--- config.mk ---
export PLATFORM = sky130hd
export DESIGN_NAME = calendar_date_unit_flat
export DESIGN_NICKNAME = d
export VERILOG_FILES = /design/src/hw/rtl/cdu_pkg.sv /design/src/hw/rtl/cdu_req_if.sv /design/src/hw/rtl/cdu_res_if.sv /design/src/hw/rtl/cdu_year_stage.sv /design/src/hw/rtl/cdu_date_stage.sv /design/src/hw/rtl/calendar_date_unit.sv /design/src/flat_wrapper.sv
export SDC_FILE = /design/constraint.sdc
export NUM_CORES = 1
export LEC_CHECK = 0
export BUFFER_PORTS_ARGS = -buffer_cell sky130_fd_sc_hd__buf_2
export CORE_MARGIN = 3
export CORE_UTILIZATION = 35
export DETAILED_ROUTE_END_ITERATION = 12
export GPL_TIMING_DRIVEN = 0
export HOLD_SLACK_MARGIN = 0.05
export PLACE_DENSITY = 0.58
export SLEW_MARGIN = 10
export SYNTH_ARGS = -nofsm -noshare
export SYNTH_HDL_FRONTEND = slang
export SYNTH_SLANG_ARGS = --single-unit
--- constraint.sdc ---
create_clock -name clk_i -period 11.05 [get_ports clk_i]
set_clock_uncertainty 0.05 [all_clocks]
set_input_delay 0.5525 -clock clk_i [delete_from_list [all_inputs] [get_ports clk_i]]
set_output_delay 0.5525 -clock clk_i [all_outputs]
set_load 0.03 [all_outputs]
--- src/hw/rtl/cdu_pkg.sv ---
// Shared types, constants and calendar tables of the calendar date unit.
`timescale 1ns / 1ps

package cdu_pkg;

  typedef logic [4:0]  day_t;
  typedef logic [3:0]  month_t;
  typedef logic [13:0] year_t;
  typedef logic [2:0]  wday_t;
  typedef logic [8:0]  ord_t;
  typedef logic [7:0]  cent_t;

  localparam year_t  YearMin      = 14'd1;
  localparam year_t  YearMax      = 14'd9999;
  localparam month_t MonthJan     = 4'd1;
  localparam month_t MonthFeb     = 4'd2;
  localparam month_t MonthDec     = 4'd12;
  localparam day_t   DayFirst     = 5'd1;
  localparam day_t   DayDecLast   = 5'd31;
  localparam wday_t  WdayFri      = 3'd5;
  localparam wday_t  WdaySat      = 3'd6;
  localparam logic [3:0] WeekLen  = 4'd7;

  // floor(y / 100) = (y * Recip100) >> Recip100Shift for every 14-bit y
  localparam int unsigned ProdW        = 27;
  localparam logic [12:0] Recip100     = 13'd5243;
  localparam int unsigned Recip100Shift = 19;
  localparam logic [6:0]  Hundred      = 7'd100;

  typedef struct packed {
    day_t   day;
    month_t month;
    year_t  year;
  } date_t;

  typedef struct packed {
    logic load;
    logic valid;
  } pipe_ctl_t;

  typedef struct packed {
    day_t   day;
    month_t month;
    year_t  year;
    logic   leap;
    logic   ok;
    day_t   len;
    year_t  yy;
    cent_t  cent;
  } mid_t;

  typedef struct packed {
    logic   leap;
    logic   valid_res;
    day_t   month_length;
    wday_t  weekday;
    ord_t   ordinal_day;
    logic   weekend;
    day_t   next_day;
    month_t next_month;
    year_t  next_year;
    day_t   prev_day;
    month_t prev_month;
    year_t  prev_year;
  } res_t;

  function automatic day_t month_len(month_t m, logic leap);
    day_t len;
    unique case (m)
      4'd1, 4'd3, 4'd5, 4'd7, 4'd8, 4'd10, 4'd12: len = 5'd31;
      4'd4, 4'd6, 4'd9, 4'd11:                     len = 5'd30;
      4'd2:                                        len = leap ? 5'd29 : 5'd28;
      default:                                     len = 5'd0;
    endcase
    return len;
  endfunction

  // (31 * shifted month) / 12, March as month one
  function automatic day_t month_offset(month_t m);
    day_t ofs;
    unique case (m)
      4'd1:    ofs = 5'd28;
      4'd2:    ofs = 5'd31;
      4'd3:    ofs = 5'd2;
      4'd4:    ofs = 5'd5;
      4'd5:    ofs = 5'd7;
      4'd6:    ofs = 5'd10;
      4'd7:    ofs = 5'd12;
      4'd8:    ofs = 5'd15;
      4'd9:    ofs = 5'd18;
      4'd10:   ofs = 5'd20;
      4'd11:   ofs = 5'd23;
      4'd12:   ofs = 5'd25;
      default: ofs = 5'd0;
    endcase
    return ofs;
  endfunction

  // days before the first of the month in a common year
  function automatic ord_t days_before(month_t m);
    ord_t n;
    unique case (m)
      4'd2:    n = 9'd31;
      4'd3:    n = 9'd59;
      4'd4:    n = 9'd90;
      4'd5:    n = 9'd120;
      4'd6:    n = 9'd151;
      4'd7:    n = 9'd181;
      4'd8:    n = 9'd212;
      4'd9:    n = 9'd243;
      4'd10:   n = 9'd273;
      4'd11:   n = 9'd304;
      4'd12:   n = 9'd334;
      default: n = 9'd0;
    endcase
    return n;
  endfunction

endpackage

--- src/hw/rtl/cdu_req_if.sv ---
// Request channel of the calendar date unit: one date per request.
`timescale 1ns / 1ps

interface cdu_req_if;
  logic            valid;
  logic            ready;
  cdu_pkg::day_t   day;
  cdu_pkg::month_t month;
  cdu_pkg::year_t  year;

  modport source (output valid, output day, output month, output year, input ready);
  modport sink   (input valid, input day, input month, input year, output ready);
endinterface

--- src/hw/rtl/cdu_res_if.sv ---
// Result channel of the calendar date unit: one result per request.
`timescale 1ns / 1ps

interface cdu_res_if;
  logic            valid;
  logic            ready;
  logic            leap;
  logic            valid_res;
  cdu_pkg::day_t   month_length;
  cdu_pkg::wday_t  weekday;
  cdu_pkg::ord_t   ordinal_day;
  logic            weekend;
  cdu_pkg::day_t   next_day;
  cdu_pkg::month_t next_month;
  cdu_pkg::year_t  next_year;
  cdu_pkg::day_t   prev_day;
  cdu_pkg::month_t prev_month;
  cdu_pkg::year_t  prev_year;

  modport source (
    output valid, output leap, output valid_res, output month_length, output weekday,
    output ordinal_day, output weekend, output next_day, output next_month,
    output next_year, output prev_day, output prev_month, output prev_year,
    input ready
  );
  modport sink (
    input valid, input leap, input valid_res, input month_length, input weekday,
    input ordinal_day, input weekend, input next_day, input next_month,
    input next_year, input prev_day, input prev_month, input prev_year,
    output ready
  );
endinterface

--- src/hw/rtl/cdu_year_stage.sv ---
// Year stage: century split, leap flag, month length and date check.
`timescale 1ns / 1ps

module cdu_year_stage (
  input  logic                clk_i,
  input  logic                rst_ni,
  input  cdu_pkg::pipe_ctl_t  ctl_i,
  input  cdu_pkg::date_t      date_i,
  output logic                valid_o,
  output cdu_pkg::mid_t       mid_o
);

  logic [cdu_pkg::ProdW-1:0] prod;
  cdu_pkg::cent_t            q100;
  cdu_pkg::year_t            r100;
  logic                      cent_even;
  logic                      early;
  logic                      leap;
  cdu_pkg::day_t             len;
  cdu_pkg::mid_t             mid_d, mid_q;
  logic                      valid_d, valid_q;

  always_comb begin
    prod      = cdu_pkg::ProdW'(date_i.year) * cdu_pkg::ProdW'(cdu_pkg::Recip100);
    q100      = prod[cdu_pkg::Recip100Shift +: 8];
    r100      = date_i.year - (14'(q100) * 14'(cdu_pkg::Hundred));
    cent_even = (r100 == 14'd0);
    leap      = ((date_i.year[1:0] == 2'd0) && !cent_even) ||
                (cent_even && (q100[1:0] == 2'd0));
    len       = cdu_pkg::month_len(date_i.month, leap);
    early     = (date_i.month == cdu_pkg::MonthJan) || (date_i.month == cdu_pkg::MonthFeb);

    mid_d.day   = date_i.day;
    mid_d.month = date_i.month;
    mid_d.year  = date_i.year;
    mid_d.leap  = leap;
    mid_d.len   = len;
    mid_d.ok    = (len != 5'd0) && (date_i.day != 5'd0) && (date_i.day <= len) &&
                  (date_i.year >= cdu_pkg::YearMin) && (date_i.year <= cdu_pkg::YearMax);
    // January and February count toward the previous year
    mid_d.yy    = early ? date_i.year - 14'd1 : date_i.year;
    mid_d.cent  = (early && cent_even) ? q100 - 8'd1 : q100;

    valid_d = ctl_i.load ? ctl_i.valid : valid_q;
  end

  always_ff @(posedge clk_i or negedge rst_ni) begin
    if (!rst_ni) begin
      valid_q <= 1'b0;
    end else begin
      valid_q <= valid_d;
    end
  end

  always_ff @(posedge clk_i) begin
    if (ctl_i.load) begin
      mid_q <= mid_d;
    end
  end

  assign valid_o = valid_q;
  assign mid_o   = mid_q;

endmodule

--- src/hw/rtl/cdu_date_stage.sv ---
// Date stage: weekday, day of year, next and previous dates, result register.
`timescale 1ns / 1ps

module cdu_date_stage (
  input  logic                clk_i,
  input  logic                rst_ni,
  input  cdu_pkg::pipe_ctl_t  ctl_i,
  input  cdu_pkg::mid_t       mid_i,
  output logic                valid_o,
  output cdu_pkg::res_t       res_o
);

  logic [14:0]     sum;
  logic [5:0]      fold1;
  logic [3:0]      fold2;
  cdu_pkg::wday_t  wday;
  cdu_pkg::month_t pm;
  cdu_pkg::res_t   res_d, res_q;
  logic            valid_d, valid_q;

  always_comb begin
    sum = 15'(mid_i.day) + 15'(mid_i.yy) + 15'(mid_i.yy >> 2) - 15'(mid_i.cent) +
          15'(mid_i.cent >> 2) + 15'(cdu_pkg::month_offset(mid_i.month));
    // fold octal digits: 8 is 1 modulo 7
    fold1 = 6'(sum[2:0]) + 6'(sum[5:3]) + 6'(sum[8:6]) + 6'(sum[11:9]) + 6'(sum[14:12]);
    fold2 = 4'(fold1[2:0]) + 4'(fold1[5:3]);
    wday  = (fold2 >= cdu_pkg::WeekLen) ? 3'(fold2 - cdu_pkg::WeekLen) : fold2[2:0];
    pm    = mid_i.month - 4'd1;

    res_d              = '0;
    res_d.leap         = mid_i.leap;
    res_d.valid_res    = mid_i.ok;
    res_d.month_length = mid_i.len;

    if (mid_i.ok) begin
      res_d.weekday     = wday;
      res_d.weekend     = (wday == cdu_pkg::WdayFri) || (wday == cdu_pkg::WdaySat);
      res_d.ordinal_day = cdu_pkg::days_before(mid_i.month) + 9'(mid_i.day) +
                          9'(mid_i.leap && (mid_i.month > cdu_pkg::MonthFeb));

      res_d.next_day   = mid_i.day + 5'd1;
      res_d.next_month = mid_i.month;
      res_d.next_year  = mid_i.year;
      if (mid_i.day == mid_i.len) begin
        res_d.next_day = cdu_pkg::DayFirst;
        if (mid_i.month != cdu_pkg::MonthDec) begin
          res_d.next_month = mid_i.month + 4'd1;
        end else if (mid_i.year == cdu_pkg::YearMax) begin
          res_d.next_day = mid_i.day;
        end else begin
          res_d.next_month = cdu_pkg::MonthJan;
          res_d.next_year  = mid_i.year + 14'd1;
        end
      end

      res_d.prev_day   = mid_i.day - 5'd1;
      res_d.prev_month = mid_i.month;
      res_d.prev_year  = mid_i.year;
      if (mid_i.day == cdu_pkg::DayFirst) begin
        if (mid_i.month != cdu_pkg::MonthJan) begin
          res_d.prev_month = pm;
          res_d.prev_day   = cdu_pkg::month_len(pm, mid_i.leap);
        end else if (mid_i.year == cdu_pkg::YearMin) begin
          res_d.prev_day = mid_i.day;
        end else begin
          res_d.prev_day   = cdu_pkg::DayDecLast;
          res_d.prev_month = cdu_pkg::MonthDec;
          res_d.prev_year  = mid_i.year - 14'd1;
        end
      end
    end

    valid_d = ctl_i.load ? ctl_i.valid : valid_q;
  end

  always_ff @(posedge clk_i or negedge rst_ni) begin
    if (!rst_ni) begin
      valid_q <= 1'b0;
    end else begin
      valid_q <= valid_d;
    end
  end

  always_ff @(posedge clk_i) begin
    if (ctl_i.load) begin
      res_q <= res_d;
    end
  end

  assign valid_o = valid_q;
  assign res_o   = res_q;

endmodule

--- src/hw/rtl/calendar_date_unit.sv ---
// Top level of the calendar date unit: request register, two stages, result channel.
//
// Usage:
//   req_i carries one Gregorian date (day, month, year) per request; res_o returns
//   one result per request, in order: leap flag, validity, month length, weekday
//   (0 Sunday), day of year, weekend flag (Friday or Saturday), next and previous
//   dates. Fields other than leap, valid_res and month_length read zero for a
//   date that is not real.
// Path: a request accepted on req_i passes the request register, the year stage
//   register and the result register in that order; a stall on res_o can hold it.
// Throughput: one request per cycle, sustained while res_o.ready is high; the three
//   pipeline registers each take a new entry in every cycle that the result is taken.
// Stall: when res_o.ready is low the result holds; the stages behind it keep
//   filling until all three registers are full, then req_i.ready drops.
// Reset: rst_ni clears the pipeline valid flags; no request is in flight and
//   req_i.ready is high once reset is released.
`timescale 1ns / 1ps

module calendar_date_unit (
  input  logic       clk_i,
  input  logic       rst_ni,
  cdu_req_if.sink    req_i,
  cdu_res_if.source  res_o
);

  cdu_pkg::date_t     req_d, req_q;
  logic               req_v_d, req_v_q;
  logic               in_take, mid_take, out_take;
  logic               mid_valid, res_valid;
  cdu_pkg::pipe_ctl_t ctl_a, ctl_b;
  cdu_pkg::mid_t      mid;
  cdu_pkg::res_t      res;

  always_comb begin
    out_take = !res_valid || res_o.ready;
    mid_take = !mid_valid || out_take;
    in_take  = !req_v_q || mid_take;

    ctl_a.load  = mid_take;
    ctl_a.valid = req_v_q;
    ctl_b.load  = out_take;
    ctl_b.valid = mid_valid;

    req_d.day   = req_i.day;
    req_d.month = req_i.month;
    req_d.year  = req_i.year;
    req_v_d     = in_take ? req_i.valid : req_v_q;
  end

  always_ff @(posedge clk_i or negedge rst_ni) begin
    if (!rst_ni) begin
      req_v_q <= 1'b0;
    end else begin
      req_v_q <= req_v_d;
    end
  end

  always_ff @(posedge clk_i) begin
    if (in_take) begin
      req_q <= req_d;
    end
  end

  cdu_year_stage u_year (
    .clk_i   (clk_i),
    .rst_ni  (rst_ni),
    .ctl_i   (ctl_a),
    .date_i  (req_q),
    .valid_o (mid_valid),
    .mid_o   (mid)
  );

  cdu_date_stage u_date (
    .clk_i   (clk_i),
    .rst_ni  (rst_ni),
    .ctl_i   (ctl_b),
    .mid_i   (mid),
    .valid_o (res_valid),
    .res_o   (res)
  );

  assign req_i.ready        = in_take;
  assign res_o.valid        = res_valid;
  assign res_o.leap         = res.leap;
  assign res_o.valid_res    = res.valid_res;
  assign res_o.month_length = res.month_length;
  assign res_o.weekday      = res.weekday;
  assign res_o.ordinal_day  = res.ordinal_day;
  assign res_o.weekend      = res.weekend;
  assign res_o.next_day     = res.next_day;
  assign res_o.next_month   = res.next_month;
  assign res_o.next_year    = res.next_year;
  assign res_o.prev_day     = res.prev_day;
  assign res_o.prev_month   = res.prev_month;
  assign res_o.prev_year    = res.prev_year;

endmodule
--- src/flat_wrapper.sv ---
// flat-port wrapper written by rule: the top's interface ports become plain ports
module calendar_date_unit_flat 
  (clk_i, rst_ni, req_i_valid, req_i_day, req_i_month, req_i_year, req_i_ready, res_o_valid, res_o_leap, res_o_valid_res, res_o_month_length, res_o_weekday, res_o_ordinal_day, res_o_weekend, res_o_next_day, res_o_next_month, res_o_next_year, res_o_prev_day, res_o_prev_month, res_o_prev_year, res_o_ready);
  cdu_req_if req_i_i ();
  cdu_res_if res_o_i ();
  input  logic clk_i;
  input  logic rst_ni;
  input wire logic [$bits(req_i_i.valid)-1:0] req_i_valid;
  input wire logic [$bits(req_i_i.day)-1:0] req_i_day;
  input wire logic [$bits(req_i_i.month)-1:0] req_i_month;
  input wire logic [$bits(req_i_i.year)-1:0] req_i_year;
  output wire logic [$bits(req_i_i.ready)-1:0] req_i_ready;
  output wire logic [$bits(res_o_i.valid)-1:0] res_o_valid;
  output wire logic [$bits(res_o_i.leap)-1:0] res_o_leap;
  output wire logic [$bits(res_o_i.valid_res)-1:0] res_o_valid_res;
  output wire logic [$bits(res_o_i.month_length)-1:0] res_o_month_length;
  output wire logic [$bits(res_o_i.weekday)-1:0] res_o_weekday;
  output wire logic [$bits(res_o_i.ordinal_day)-1:0] res_o_ordinal_day;
  output wire logic [$bits(res_o_i.weekend)-1:0] res_o_weekend;
  output wire logic [$bits(res_o_i.next_day)-1:0] res_o_next_day;
  output wire logic [$bits(res_o_i.next_month)-1:0] res_o_next_month;
  output wire logic [$bits(res_o_i.next_year)-1:0] res_o_next_year;
  output wire logic [$bits(res_o_i.prev_day)-1:0] res_o_prev_day;
  output wire logic [$bits(res_o_i.prev_month)-1:0] res_o_prev_month;
  output wire logic [$bits(res_o_i.prev_year)-1:0] res_o_prev_year;
  input wire logic [$bits(res_o_i.ready)-1:0] res_o_ready;
  assign req_i_i.valid = req_i_valid;
  assign req_i_i.day = req_i_day;
  assign req_i_i.month = req_i_month;
  assign req_i_i.year = req_i_year;
  assign req_i_ready = req_i_i.ready;
  assign res_o_valid = res_o_i.valid;
  assign res_o_leap = res_o_i.leap;
  assign res_o_valid_res = res_o_i.valid_res;
  assign res_o_month_length = res_o_i.month_length;
  assign res_o_weekday = res_o_i.weekday;
  assign res_o_ordinal_day = res_o_i.ordinal_day;
  assign res_o_weekend = res_o_i.weekend;
  assign res_o_next_day = res_o_i.next_day;
  assign res_o_next_month = res_o_i.next_month;
  assign res_o_next_year = res_o_i.next_year;
  assign res_o_prev_day = res_o_i.prev_day;
  assign res_o_prev_month = res_o_i.prev_month;
  assign res_o_prev_year = res_o_i.prev_year;
  assign res_o_i.ready = res_o_ready;
  calendar_date_unit u_core (.clk_i(clk_i), .rst_ni(rst_ni), .req_i(req_i_i), .res_o(res_o_i));
endmodule
==> results.yml <==
final_layout:
  final_common_cell: "ha_1"
  drive_above_1_share_pct: 15.6
  layout.nets: 1913
  layout_common_cells: "ha_1, inv_1, edfxtp_1"
  nFillCells: 3893
  utilization_pct: 41.7
  areaGrowthSynthToFinish_pct: 16.2
global_route:
  grt.overflow.total: 0
  top_usage_layer: "met2"
  use_met3_pct: 2.21
  grt_max_degree: 66
  grtUsageTotal_pct: 15.1
  antenna_found_initial: 2
  grt_pass1_vias: 10200
  use_met1_pct: 19.8
  grt_util_met2_pct: 25.7
  grt_pass1_wl_mm: 52.7
clock_network:
  clockBufferDepth: 2
  htree_levels: 4
  cts_tree: "yes"
  cts_sinks: 154
  clk_pin_slew_worst_paths_ps: 70
  clk_latency_ps: 440
  cts-root-buf: "clkbuf_16"
  cts_buffers: 17
timing:
  worst_slew_pin_slew_ps: 856
  setup_viol: 0
  final.period_utilization_pct: 94.5
  rsz0062_at_grt: "false"
  fin_tns_setup_ps: 0
  fmax_mhz: 95.8
  final.min_clock_period_ps: 10440
  slew_violations: 0
  relSlewSlack_pct: 42.9
  hold_viol: 0
synth:
  yosysUniqueCellTypes: 83
  synth_flop_cell: "edfxtp_1"
  yosysSeqAreaShare_pct: 31.0
  synth_nets: 1747
  synth_edf_count: 137
  synth_seq_cells: 154
  async_reset_ff_share_pct: 1.95
  syn_area_mm2: 0.0144
  avgSynthCellArea_um2: 10.4
  yosysWarnings: 0
  syn_inst: 1390
worst_setup_path:
  crit_start: "u_core.req_q[4]$_DFFE_PP_"
  reg2regPathDepth: 47
  reg2reg_from: "u_core.req_q[4]$_DFFE_PP_"
  cpMaxStageDelayCell: "fa_1"
  r2r-end: "u_core.u_year.mid_o[27]$_DFFE_PN_"
  slowest_delay_ps: 550
  worstSetupStartpointType: "flop"
  crit_path_max_fanout: 9
  worst_path_most_repeated_cell: "ha_1"
  arrival_ps: 10550
  critical_path_class: "flop to flop"
  cp.required_ps: 11170
  r2r_slack_ps: 610
  cp-end-kind: "flop"
route:
  dr.first_iter.drc_count: 588
  ant_nets: 0
  viasPerCell: 4.89
  drtPass1Iterations: 5
  wl_per_cell_um: 15.7
  drc: 0
  vias: 10300
  finalWirelength_mm: 32.9
die:
  io_pins: 95
  rows: 73
  coreArea_mm2: 0.0402
  die-height_um: 209
  die_w_um: 209
  dieArea_mm2: 0.0437
  start_util_pct: 35.9
place:
  port_buffers: 94
  dp_hpwl_mm: 26.3
  place.gp.congestion: 0.885
worst_hold_path:
  hold_end: "u_core.req_q[11]$_DFFE_PP_"
  hold_path_startpoint: "req_i_year[11]"
  hold_path_class: "primary input to flop"
  min_path_cells: 1
run:
  maxCapViolations: 0
run_status:
  status: "completed"
worst max path at each step:
stage | slack, ps | cells after the start | end
after floorplan | 1160 | 46 | u_core.u_year.mid_o[27]$_DFFE_PN_
after global placement | -370 | 46 | u_core.u_year.mid_o[27]$_DFFE_PN_
after detailed placement | -530 | 46 | u_core.u_year.mid_o[27]$_DFFE_PN_
after CTS | 10 | 47 | u_core.u_year.mid_o[27]$_DFFE_PN_
after global routing | 60 | 45 | u_core.u_year.mid_o[27]$_DFFE_PN_
final | 610 | 47 | u_core.u_year.mid_o[27]$_DFFE_PN_
metrics by stage:
stage	cells	hold WS (ps)	worst slack (ps)	instance area, um^2
final	2096	238	613	16800
after global routing	2095	222	62.6	16800
after CTS	2071	218	11.5	16500
after detailed placement	2013	301	-530	15600
after global placement	2009	299	-366	15500
after floorplan	1390	207	1160	14400
repair_timing:
item | 4_1_cts | 5_1_grt
pin swaps | 1 | 6
hold buffers | 1 | 0
gates cloned | 0 | 0
setup buffers | 25 | 24
endpoints found under the hold margin | 3 | 0
endpoints found under the setup margin | 1 | 1
gates resized for setup | 6 | 18
final cells by class:
cell class / instances / area [um^2] / area share, %
sequential: 154 / 4470 / 26.7
inverter: 231 / 872 / 5.20
tap: 525 / 657 / 3.92
timing repair buffer: 148 / 946 / 5.64
clock inverter: 15 / 153 / 0.911
clock buffer: 17 / 425 / 2.54
multi-input combinational: 973 / 9100 / 54.3
buffer: 31 / 134 / 0.799
antenna: 2 / 5.00 / 0.0299
synth_stat cells, drive strengths merged, types with 10 or more instances:
cell	number	share of area [%]
nand3	35	1.2
dfxtp	14	1.9
inv	229	6.0
a21o	22	1.2
and2	12	0.53
a211oi	16	0.83
nor2	91	2.4
nor4	14	1.0
or3	12	0.53
edfxtp	137	29
clkbuf	24	0.62
nor2b	10	0.45
nand2	65	1.7
ha	229	20
xor2	21	1.3
xnor2	64	4.0
a21oi	79	2.8
and3	12	0.56
o21bai	12	0.62
fa	101	14
nor3	29	1.1
o21ai	44	1.5
worst max-delay path: cells and delay by family (launching register included):
kind / cells / cell delay [ps]
fa+ha+maj: 12 / 4580
simple gates: 9 / 1230
xor+xnor: 2 / 380
buf+inv: 10 / 1070
flops: 1 / 400
compound gates: 14 / 2410
cells by family after synthesis:
| group | after synthesis | synth area share [%] |
|---|---|---|
| AO/OA/AOI/OAI | 227 | 10.2 |
| XOR/XNOR | 85 | 5.29 |
| adder cells (fa/ha/maj) | 330 | 33.9 |
| buffers and inverters | 263 | 6.95 |
| flip-flops | 154 | 31.0 |
| multiplexers | 11 | 0.868 |
| AND/OR/NAND/NOR | 320 | 11.8 |
registers in the layout, summed over array words and instances (netlist names), named ones only:
name / count
u_core.u_date.valid_o: 1
u_core.u_year.valid_o: 1
u_core.u_date.res_o: 64
u_core.u_year.mid_o: 50
u_core.req_v_q: 1
u_core.req_q: 23
per-layer routing:
layer / part of all wire (%) / vias to the layer above
met1: 45 / 4901
li1: - / 5103
met3: 3.9 / 48
met2: 49 / 202
met4: 2.0 / 0
met5: 0 / -
Power is not shown: default switching activity piles up to over one toggle a cycle in this logic, so the estimate is an artifact.
